<file path="src/design/ghacc_pkg.sv">
package ghacc_pkg;

	localparam int unsigned BLOCK_W    = 128;
	localparam int unsigned HALF_W     = 64;
	localparam int unsigned COUNT_W    = 5;
	localparam int unsigned IN_DATA_W  = 136;
	localparam int unsigned DIGIT_W    = 8;
	localparam int unsigned NUM_DIGITS = BLOCK_W / DIGIT_W;
	localparam int unsigned CNT_W      = $clog2(NUM_DIGITS);
	localparam int unsigned CFG_IDX_W  = 1;

	localparam logic [7:0]           REDUCE_POLY = 8'hE1;
	localparam logic [COUNT_W-1:0]   FULL_COUNT  = 5'd16;

	localparam logic [CFG_IDX_W-1:0] REG_SUBKEY_HIGH = 1'b0;
	localparam logic [CFG_IDX_W-1:0] REG_SUBKEY_LOW  = 1'b1;

	typedef logic [BLOCK_W-1:0] blk_t;

	typedef struct packed {
		logic start;
		logic absorb;
		blk_t blk;
	} ghacc_entry_t;

	typedef struct packed {
		blk_t z;
		blk_t v;
	} gf_state_t;

	// One digit of the GCM shift-and-add multiply, most significant bit first.
	function automatic gf_state_t gf_digit(input gf_state_t st, input logic [DIGIT_W-1:0] xd);
		gf_state_t r;
		logic      carry;
		r = st;
		for (int i = DIGIT_W - 1; i >= 0; i--) begin
			if (xd[i]) begin
				r.z = r.z ^ r.v;
			end
			carry = r.v[0];
			r.v   = r.v >> 1;
			if (carry) begin
				r.v[BLOCK_W-1 -: 8] = r.v[BLOCK_W-1 -: 8] ^ REDUCE_POLY;
			end
		end
		return r;
	endfunction

endpackage

</file>
<file path="src/design/ghacc_front.sv">
module ghacc_front (
	input  logic                           start_req,
	input  logic [ghacc_pkg::HALF_W-1:0]   block_high,
	input  logic [ghacc_pkg::HALF_W-1:0]   block_low,
	input  logic [ghacc_pkg::COUNT_W-1:0]  byte_count,
	output ghacc_pkg::ghacc_entry_t        entry
);
	import ghacc_pkg::*;

	logic [COUNT_W-1:0] sat_count;
	logic [7:0]         shamt;
	blk_t               keep_mask;

	always_comb begin
		// counts above a full block saturate
		sat_count    = (byte_count > FULL_COUNT) ? FULL_COUNT : byte_count;
		shamt        = {sat_count, 3'b000};
		keep_mask    = ~({BLOCK_W{1'b1}} >> shamt);
		entry.start  = start_req;
		entry.absorb = (byte_count != '0);
		entry.blk    = {block_high, block_low} & keep_mask;
	end

endmodule

</file>
<file path="src/design/ghacc_fifo.sv">
module ghacc_fifo #(
	parameter int unsigned DEPTH = 2
) (
	input  logic                    clk,
	input  logic                    arst_n,
	input  logic                    push,
	input  ghacc_pkg::ghacc_entry_t wr_entry,
	input  logic                    pop,
	output ghacc_pkg::ghacc_entry_t rd_entry,
	output logic                    full,
	output logic                    empty
);
	import ghacc_pkg::*;

	localparam int unsigned PTR_W = (DEPTH > 1) ? $clog2(DEPTH) : 1;
	localparam int unsigned CNT_W = $clog2(DEPTH + 1);
	localparam logic [PTR_W-1:0] LAST_PTR = PTR_W'(DEPTH - 1);

	ghacc_entry_t     mem_q [DEPTH];
	logic [PTR_W-1:0] wr_ptr_q;
	logic [PTR_W-1:0] rd_ptr_q;
	logic [CNT_W-1:0] count_q;
	logic             do_push;
	logic             do_pop;

	always_comb begin
		full     = (count_q == CNT_W'(DEPTH));
		empty    = (count_q == '0);
		do_push  = push && !full;
		do_pop   = pop && !empty;
		rd_entry = mem_q[rd_ptr_q];
	end

	always_ff @(posedge clk or negedge arst_n) begin
		if (!arst_n) begin
			wr_ptr_q <= '0;
			rd_ptr_q <= '0;
			count_q  <= '0;
		end else begin
			if (do_push) begin
				wr_ptr_q <= (wr_ptr_q == LAST_PTR) ? '0 : wr_ptr_q + 1'b1;
			end
			if (do_pop) begin
				rd_ptr_q <= (rd_ptr_q == LAST_PTR) ? '0 : rd_ptr_q + 1'b1;
			end
			if (do_push && !do_pop) begin
				count_q <= count_q + 1'b1;
			end else if (do_pop && !do_push) begin
				count_q <= count_q - 1'b1;
			end
		end
	end

	always_ff @(posedge clk) begin
		if (do_push) begin
			mem_q[wr_ptr_q] <= wr_entry;
		end
	end

	as_count_range: assert property (@(posedge clk) disable iff (!arst_n)
		count_q <= CNT_W'(DEPTH))
		else $error("queue count beyond depth");
	as_no_pop_empty: assert property (@(posedge clk) disable iff (!arst_n)
		empty |=> (count_q == '0) || (count_q == CNT_W'(1)))
		else $error("queue drained below empty");
	as_ptr_track: assert property (@(posedge clk) disable iff (!arst_n)
		empty |-> (wr_ptr_q == rd_ptr_q))
		else $error("queue pointers differ while empty");

endmodule

</file>
<file path="src/design/ghacc_back.sv">
module ghacc_back (
	input  logic                         clk,
	input  logic                         arst_n,
	input  ghacc_pkg::blk_t              subkey,
	input  logic                         q_valid,
	input  ghacc_pkg::ghacc_entry_t      q_entry,
	output logic                         q_pop,
	output logic                         m_axis_tvalid,
	input  logic                         m_axis_tready,
	output logic [ghacc_pkg::BLOCK_W-1:0] m_axis_tdata
);
	import ghacc_pkg::*;

	logic             busy_q;
	logic [CNT_W-1:0] cnt_q;
	blk_t             y_q;
	blk_t             x_q;
	blk_t             z_q;
	blk_t             v_q;
	logic             out_valid_q;
	blk_t             out_data_q;

	blk_t      y_base;
	blk_t      x_cur;
	gf_state_t st_cur;
	gf_state_t st_next;
	logic      out_free;
	logic      last;
	logic      finish;
	logic      load_out;
	logic      advance;
	blk_t      out_next;

	always_comb begin
		y_base     = q_entry.start ? '0 : y_q;
		out_free   = !out_valid_q || m_axis_tready;
		st_cur.z   = busy_q ? z_q : '0;
		st_cur.v   = busy_q ? v_q : subkey;
		x_cur      = busy_q ? x_q : (y_base ^ q_entry.blk);
		st_next    = gf_digit(st_cur, x_cur[BLOCK_W-1 -: DIGIT_W]);
		last       = busy_q && (cnt_q == CNT_W'(NUM_DIGITS - 1));
		// an item with no bytes only needs the output slot
		q_pop      = !busy_q && q_valid && (q_entry.absorb || out_free);
		finish     = last && out_free;
		load_out   = finish || (q_pop && !q_entry.absorb);
		out_next   = finish ? st_next.z : y_base;
		advance    = (busy_q && !last) || (q_pop && q_entry.absorb);
	end

	always_ff @(posedge clk or negedge arst_n) begin
		if (!arst_n) begin
			busy_q      <= 1'b0;
			cnt_q       <= '0;
			y_q         <= '0;
			out_valid_q <= 1'b0;
		end else begin
			if (q_pop && q_entry.absorb) begin
				busy_q <= 1'b1;
				cnt_q  <= CNT_W'(1);
			end else if (finish) begin
				busy_q <= 1'b0;
			end else if (advance) begin
				cnt_q <= cnt_q + 1'b1;
			end
			if (finish) begin
				y_q <= st_next.z;
			end else if (q_pop) begin
				y_q <= y_base;
			end
			if (load_out) begin
				out_valid_q <= 1'b1;
			end else if (m_axis_tready) begin
				out_valid_q <= 1'b0;
			end
		end
	end

	always_ff @(posedge clk) begin
		if (advance) begin
			z_q <= st_next.z;
			v_q <= st_next.v;
			x_q <= x_cur << DIGIT_W;
		end
		if (load_out) begin
			out_data_q <= out_next;
		end
	end

	assign m_axis_tvalid = out_valid_q;
	// upper half of Y goes out in the low tdata bits
	assign m_axis_tdata  = {out_data_q[HALF_W-1:0], out_data_q[BLOCK_W-1:HALF_W]};

	as_pop_idle: assert property (@(posedge clk) disable iff (!arst_n)
		q_pop |-> !busy_q)
		else $error("queue popped while multiply in flight");
	as_cnt_live: assert property (@(posedge clk) disable iff (!arst_n)
		busy_q |-> (cnt_q != '0))
		else $error("digit counter zero while busy");
	as_finish_done: assert property (@(posedge clk) disable iff (!arst_n)
		finish |=> !busy_q && (y_q == out_data_q) && out_valid_q)
		else $error("result not committed on finish");
	as_load_free: assert property (@(posedge clk) disable iff (!arst_n)
		load_out |-> out_free)
		else $error("output overwritten before it was taken");

endmodule

</file>
<file path="src/design/ghash_accumulator_unit.sv">
// GHASH accumulator for GCM. Each input item carries one 128-bit block (tdata) and a start
// flag (tuser) that clears the running hash first; bytes past byte_count are zeroed and a
// count of zero leaves the hash untouched. Every item yields one item holding the updated
// hash Y = (Y xor X) * H. The GF(2^128) multiply is digit serial, 8 bits per cycle, and its
// last digit waits for a free output register. An item with a nonzero count holds the
// multiplier until its result is written out; zero-count items skip it. Up to QUEUE_DEPTH
// items are accepted ahead of the multiplier, and a finished item waits in the output
// register while the next multiply runs. Write subkey H only while no item is in flight.
module ghash_accumulator_unit #(
	parameter int unsigned QUEUE_DEPTH = 2
) (
	input  logic                              clk,
	input  logic                              arst_n,
	input  logic                              cfg_we,
	input  logic [ghacc_pkg::CFG_IDX_W-1:0]   cfg_index,
	input  logic [ghacc_pkg::HALF_W-1:0]      cfg_data,
	input  logic                              s_axis_tvalid,
	output logic                              s_axis_tready,
	// block_high [63:0], block_low [127:64], byte_count [132:128], zero [135:133]
	input  logic [ghacc_pkg::IN_DATA_W-1:0]   s_axis_tdata,
	// start_req [0]
	input  logic                              s_axis_tuser,
	output logic                              m_axis_tvalid,
	input  logic                              m_axis_tready,
	// digest_high [63:0], digest_low [127:64]
	output logic [ghacc_pkg::BLOCK_W-1:0]     m_axis_tdata
);
	import ghacc_pkg::*;

	logic [HALF_W-1:0] subkey_high_q;
	logic [HALF_W-1:0] subkey_low_q;
	ghacc_entry_t      front_entry;
	ghacc_entry_t      q_entry;
	logic              q_full;
	logic              q_empty;
	logic              q_pop;

	always_ff @(posedge clk or negedge arst_n) begin
		if (!arst_n) begin
			subkey_high_q <= '0;
			subkey_low_q  <= '0;
		end else if (cfg_we) begin
			case (cfg_index)
				REG_SUBKEY_HIGH: subkey_high_q <= cfg_data;
				REG_SUBKEY_LOW:  subkey_low_q  <= cfg_data;
				default: ;
			endcase
		end
	end

	ghacc_front u_front (
		.start_req  (s_axis_tuser),
		.block_high (s_axis_tdata[HALF_W-1:0]),
		.block_low  (s_axis_tdata[BLOCK_W-1:HALF_W]),
		.byte_count (s_axis_tdata[BLOCK_W +: COUNT_W]),
		.entry      (front_entry)
	);

	assign s_axis_tready = !q_full;

	ghacc_fifo #(
		.DEPTH (QUEUE_DEPTH)
	) u_fifo (
		.clk      (clk),
		.arst_n   (arst_n),
		.push     (s_axis_tvalid),
		.wr_entry (front_entry),
		.pop      (q_pop),
		.rd_entry (q_entry),
		.full     (q_full),
		.empty    (q_empty)
	);

	ghacc_back u_back (
		.clk           (clk),
		.arst_n        (arst_n),
		.subkey        ({subkey_high_q, subkey_low_q}),
		.q_valid       (!q_empty),
		.q_entry       (q_entry),
		.q_pop         (q_pop),
		.m_axis_tvalid (m_axis_tvalid),
		.m_axis_tready (m_axis_tready),
		.m_axis_tdata  (m_axis_tdata)
	);

endmodule
</file>
<file path="config.mk">
export PLATFORM = sky130hd
export DESIGN_NAME = ghash_accumulator_unit
export DESIGN_NICKNAME = d
export VERILOG_FILES = /design/src/design/ghacc_pkg.sv /design/src/design/ghacc_front.sv /design/src/design/ghacc_fifo.sv /design/src/design/ghacc_back.sv /design/src/design/ghash_accumulator_unit.sv
export SDC_FILE = /design/constraint.sdc
export NUM_CORES = 2
export LEC_CHECK = 0
export BUFFER_PORTS_ARGS = -buffer_cell sky130_fd_sc_hd__buf_4
export CAP_MARGIN = 20
export CORE_UTILIZATION = 45
export CTS_CLUSTER_SIZE = 30
export DETAILED_ROUTE_END_ITERATION = 7
export GPL_TIMING_DRIVEN = 0
export HOLD_SLACK_MARGIN = 0.15
export SKIP_LAST_GASP = 1
export SLEW_MARGIN = 20
export SYNTH_ARGS = -nofsm -noshare
export SYNTH_HDL_FRONTEND = slang
export SYNTH_SLANG_ARGS = --single-unit
</file>
<file path="constraint.sdc">
create_clock -name clk -period 15.7 [get_ports clk]
set_input_delay 1.57 -clock clk [delete_from_list [all_inputs] [get_ports clk]]
set_output_delay 1.57 -clock clk [all_outputs]
set_load 0.03 [all_outputs]
</file>
==> results.yml <==
synthesis:
  yosysWarningCount: 0
  synth_common_cells: "nand2_1 (1215), edfxtp_1 (764), xnor2_1 (461), a21o_1 (275), dfrtp_1 (266)"
  synthCells: 5379
  synthArstFlopShare: 0.258
  synth.cell_area_um2: 60200
  netlist.top_cell.by_area: "edfxtp_1"
  syn-num-nets: 5588
  ys_top_cells_by_area: "edfxtp_1 (38%), dfrtp_1 (11%), nand2_1 (7.6%)"
  synth.most_common_cell: "nand2_1"
  yosysSeqAreaShare: 0.491
  avgSynthCellArea_um2: 11.2
  synth_ff_type: "edfxtp_1"
  synth_edf_count: 764
  synth-seq-cells: 1030
  ys_types: 63
  synth_top_area_share: 0.381
cts:
  clock-root-buffer: "clkbuf_16"
  cts_buffers: 115
  cts_tree: "yes"
  clk_pin_slew_ns: 0.06
  cts.htree.levels: 3
  ctsResizeCount: 0
  cts.path.max_buffers: 3
  clk_latency_ns: 0.79
  postCtsHoldBufs: 0
  post_cts_buffers: 0
  clkSinkCount: 1030
setup_path:
  cp-start-kind: "flip-flop"
  crit_top_cell: "buf_4"
  endpoint_kind: "flip-flop"
  crit_chain: "buf_4 > buf_4 > buf_4 > buf_4 > buf_4 > buf_2 > buf_4 > buf_2 > buf_2 > nand2_1 > nand2_4 > buf_16 > buf_16 > buf_16"
  critPathKind: "flip-flop to flip-flop"
  crit_fanout: 49
  crit_path_top_delay_cell: "dfrtp_1"
  critical-path-max-stage-delay_ns: 0.56
  cp_data_arrival_time_ns: 6.57
  worstPathRequired_ns: 16.13
global_route:
  antenna_found_initial: 34
  grt_remaining_overflow: 0
  grt_max_degree: 92
  gr-usage-all-layers: 0.403
  grt_pass1_vias: 44600
  grt_first_pass_wirelength_um: 371000
placed_design:
  pre_cts_slack_ns: 9.75
  dpl.hpwl_um: 208000
  gp_congestion: 1.05
  port_buffers: 331
drt:
  wl_met3_um: 33200
  num_vias: 46800
  drc_errors: 0
  ant_nets: 0
  met2_wirelength_um: 118000
  drt_iter0_markers: 6680
  viasPerCell: 6.06
  met1_length_um: 109000
  wl_per_cell_um: 35.9
  topRoutingLayerUsed: "met5"
  drt_pass1_iterations: 8
  routed_wl_um: 277000
floorplanning:
  initial_core_util: 0.456
  num_rows: 133
  core_um2: 132000
  die_w_um: 368
  die_area_um2: 135000
  die_h_um: 368
  ioPinCount: 337
timing:
  slew_headroom: 0.0953
  slew_viol_final: 0
  setup_viol_count_final: 0
  worst_slew_pin_slew_ns: 1.36
  period_needed_ns: 6.14
  hold_viol: 0
  fmax_ghz: 0.163
  skew_ns: 0.0410
  finalCritPeriodShare: 0.391
  rsz0062_at_grt: "false"
  worst_slack_ns: 9.56
final_layout:
  final_util: 0.528
  area_growth_pct: 15.9
  finalNetCount: 6071
  fill_cells: 11900
  final_layout_size_suffix_gt1_frac: 0.145
status:
  outcome: "completed"
run:
  drv_cap: 0
worst_hold_path:
  min_path_type: "flip-flop to flip-flop"
-- cell type report --
cell class | count | area (µm²) | area share
timing repair buffer | 366 | 3260 | 0.0467
multi-input combinational | 3815 | 28400 | 0.406
inverter | 138 | 518 | 0.00742
sequential | 1030 | 29600 | 0.424
clock buffer | 157 | 3300 | 0.0473
antenna | 8 | 20.0 | 0.000287
tap | 1755 | 2200 | 0.0315
buffer | 396 | 1870 | 0.0268
clock inverter | 59 | 698 | 0.0100
-- worst max-delay path: cells and delay by family, from the launching register on --
kind          cells  cell delay, ns
buf+inv          12            4.35
simple gates      2            0.63
flops             1            0.56
-- cells in the final DEF (no fill, tap or decap), drive strengths merged, types with 7 or more instances in the layout --
cell type	Yosys	final
clkbuf	241	399
and3b	57	57
a21oi	10	10
xnor3	188	188
o32ai	7	7
xor2	179	179
clkinv	1	41
nand2	1215	1215
edfxtp	764	764
o311ai	185	185
diode	0	8
bufinv	0	10
a21boi	60	60
inv	137	140
mux2i	130	130
dfrtp	266	266
and2	58	58
nand3	9	9
nor2b	125	125
o21ai	233	233
a21o	275	275
nor2	182	182
o41ai	58	58
xnor2	461	461
mux2	129	129
buf	155	520
nand2b	103	103
a22oi	37	37
xor3	58	58
-- per-layer routing --
metal,vias to the layer above,track usage
li1,19600,-
met1,23400,0.536
met2,3076,0.590
met3,627,0.125
met4,18,0.207
met5,-,0
-- state kept, by name, summed over array words and instances, names as in the netlist --
register              count
subkey_low_q             64
u_back.busy_q             1
u_fifo.wr_ptr_q           1
u_back.v_q              128
u_fifo.mem_q            260
u_back.z_q              128
u_back.x_q              120
u_fifo.rd_ptr_q           1
u_back.out_data_q       128
u_back.cnt_q              4
u_back.y_q              128
u_fifo.count_q            2
u_back.m_axis_tvalid      1
subkey_high_q            64
-- cells by family after synthesis --
group,synth area share
muxes,0.0458
and+or+nand+nor,0.130
buffers and inverters,0.0392
adders and majority gates,0.000415
AOI/OAI and AO/OA,0.108
DFF,0.491
xor gates and xnor gates,0.186
-- path summary, 6_finish.rpt --
| check | from | endpoint | slack [ns] | cells after the start |
|---|---|---|---|---|
| max | u_back.busy_q$_DFFE_PN0P_ | u_back.z_q[91]$_DFFE_PP_ | 9.56 | 14 |
| min in group asynchronous | arst_n | subkey_low_q[55]$_DFFE_PN0P_ | 0.72 | 1 |
| min | u_fifo.count_q[1]$_DFFE_PN0P_ | u_fifo.count_q[1]$_DFFE_PN0P_ | 0.49 | 1 |
| min reg2reg | u_fifo.count_q[1]$_DFFE_PN0P_ | u_fifo.count_q[1]$_DFFE_PN0P_ | 0.49 | 1 |
| max in group asynchronous | arst_n | u_back.y_q[93]$_DFFE_PN0P_ | 13.82 | 3 |
| max reg2reg | u_back.busy_q$_DFFE_PN0P_ | u_back.z_q[91]$_DFFE_PP_ | 9.56 | 14 |
-- stage by stage --
step	hold slack [ns]	instances	TNS, ns	cell area [µm²]
finish	0.490	7724	0	69800
global route	0.515	7716	0	69800
CTS	0.494	7715	0	69800
detailed placement	0.485	7499	0	65800
global placement	0.475	7465	-1082.78	64900
floorplan	0.461	5379	0	60200
Power is left out: the tool's default activity adds up to more than one toggle a clock period on the data nets, which glitch-free logic cannot reach.
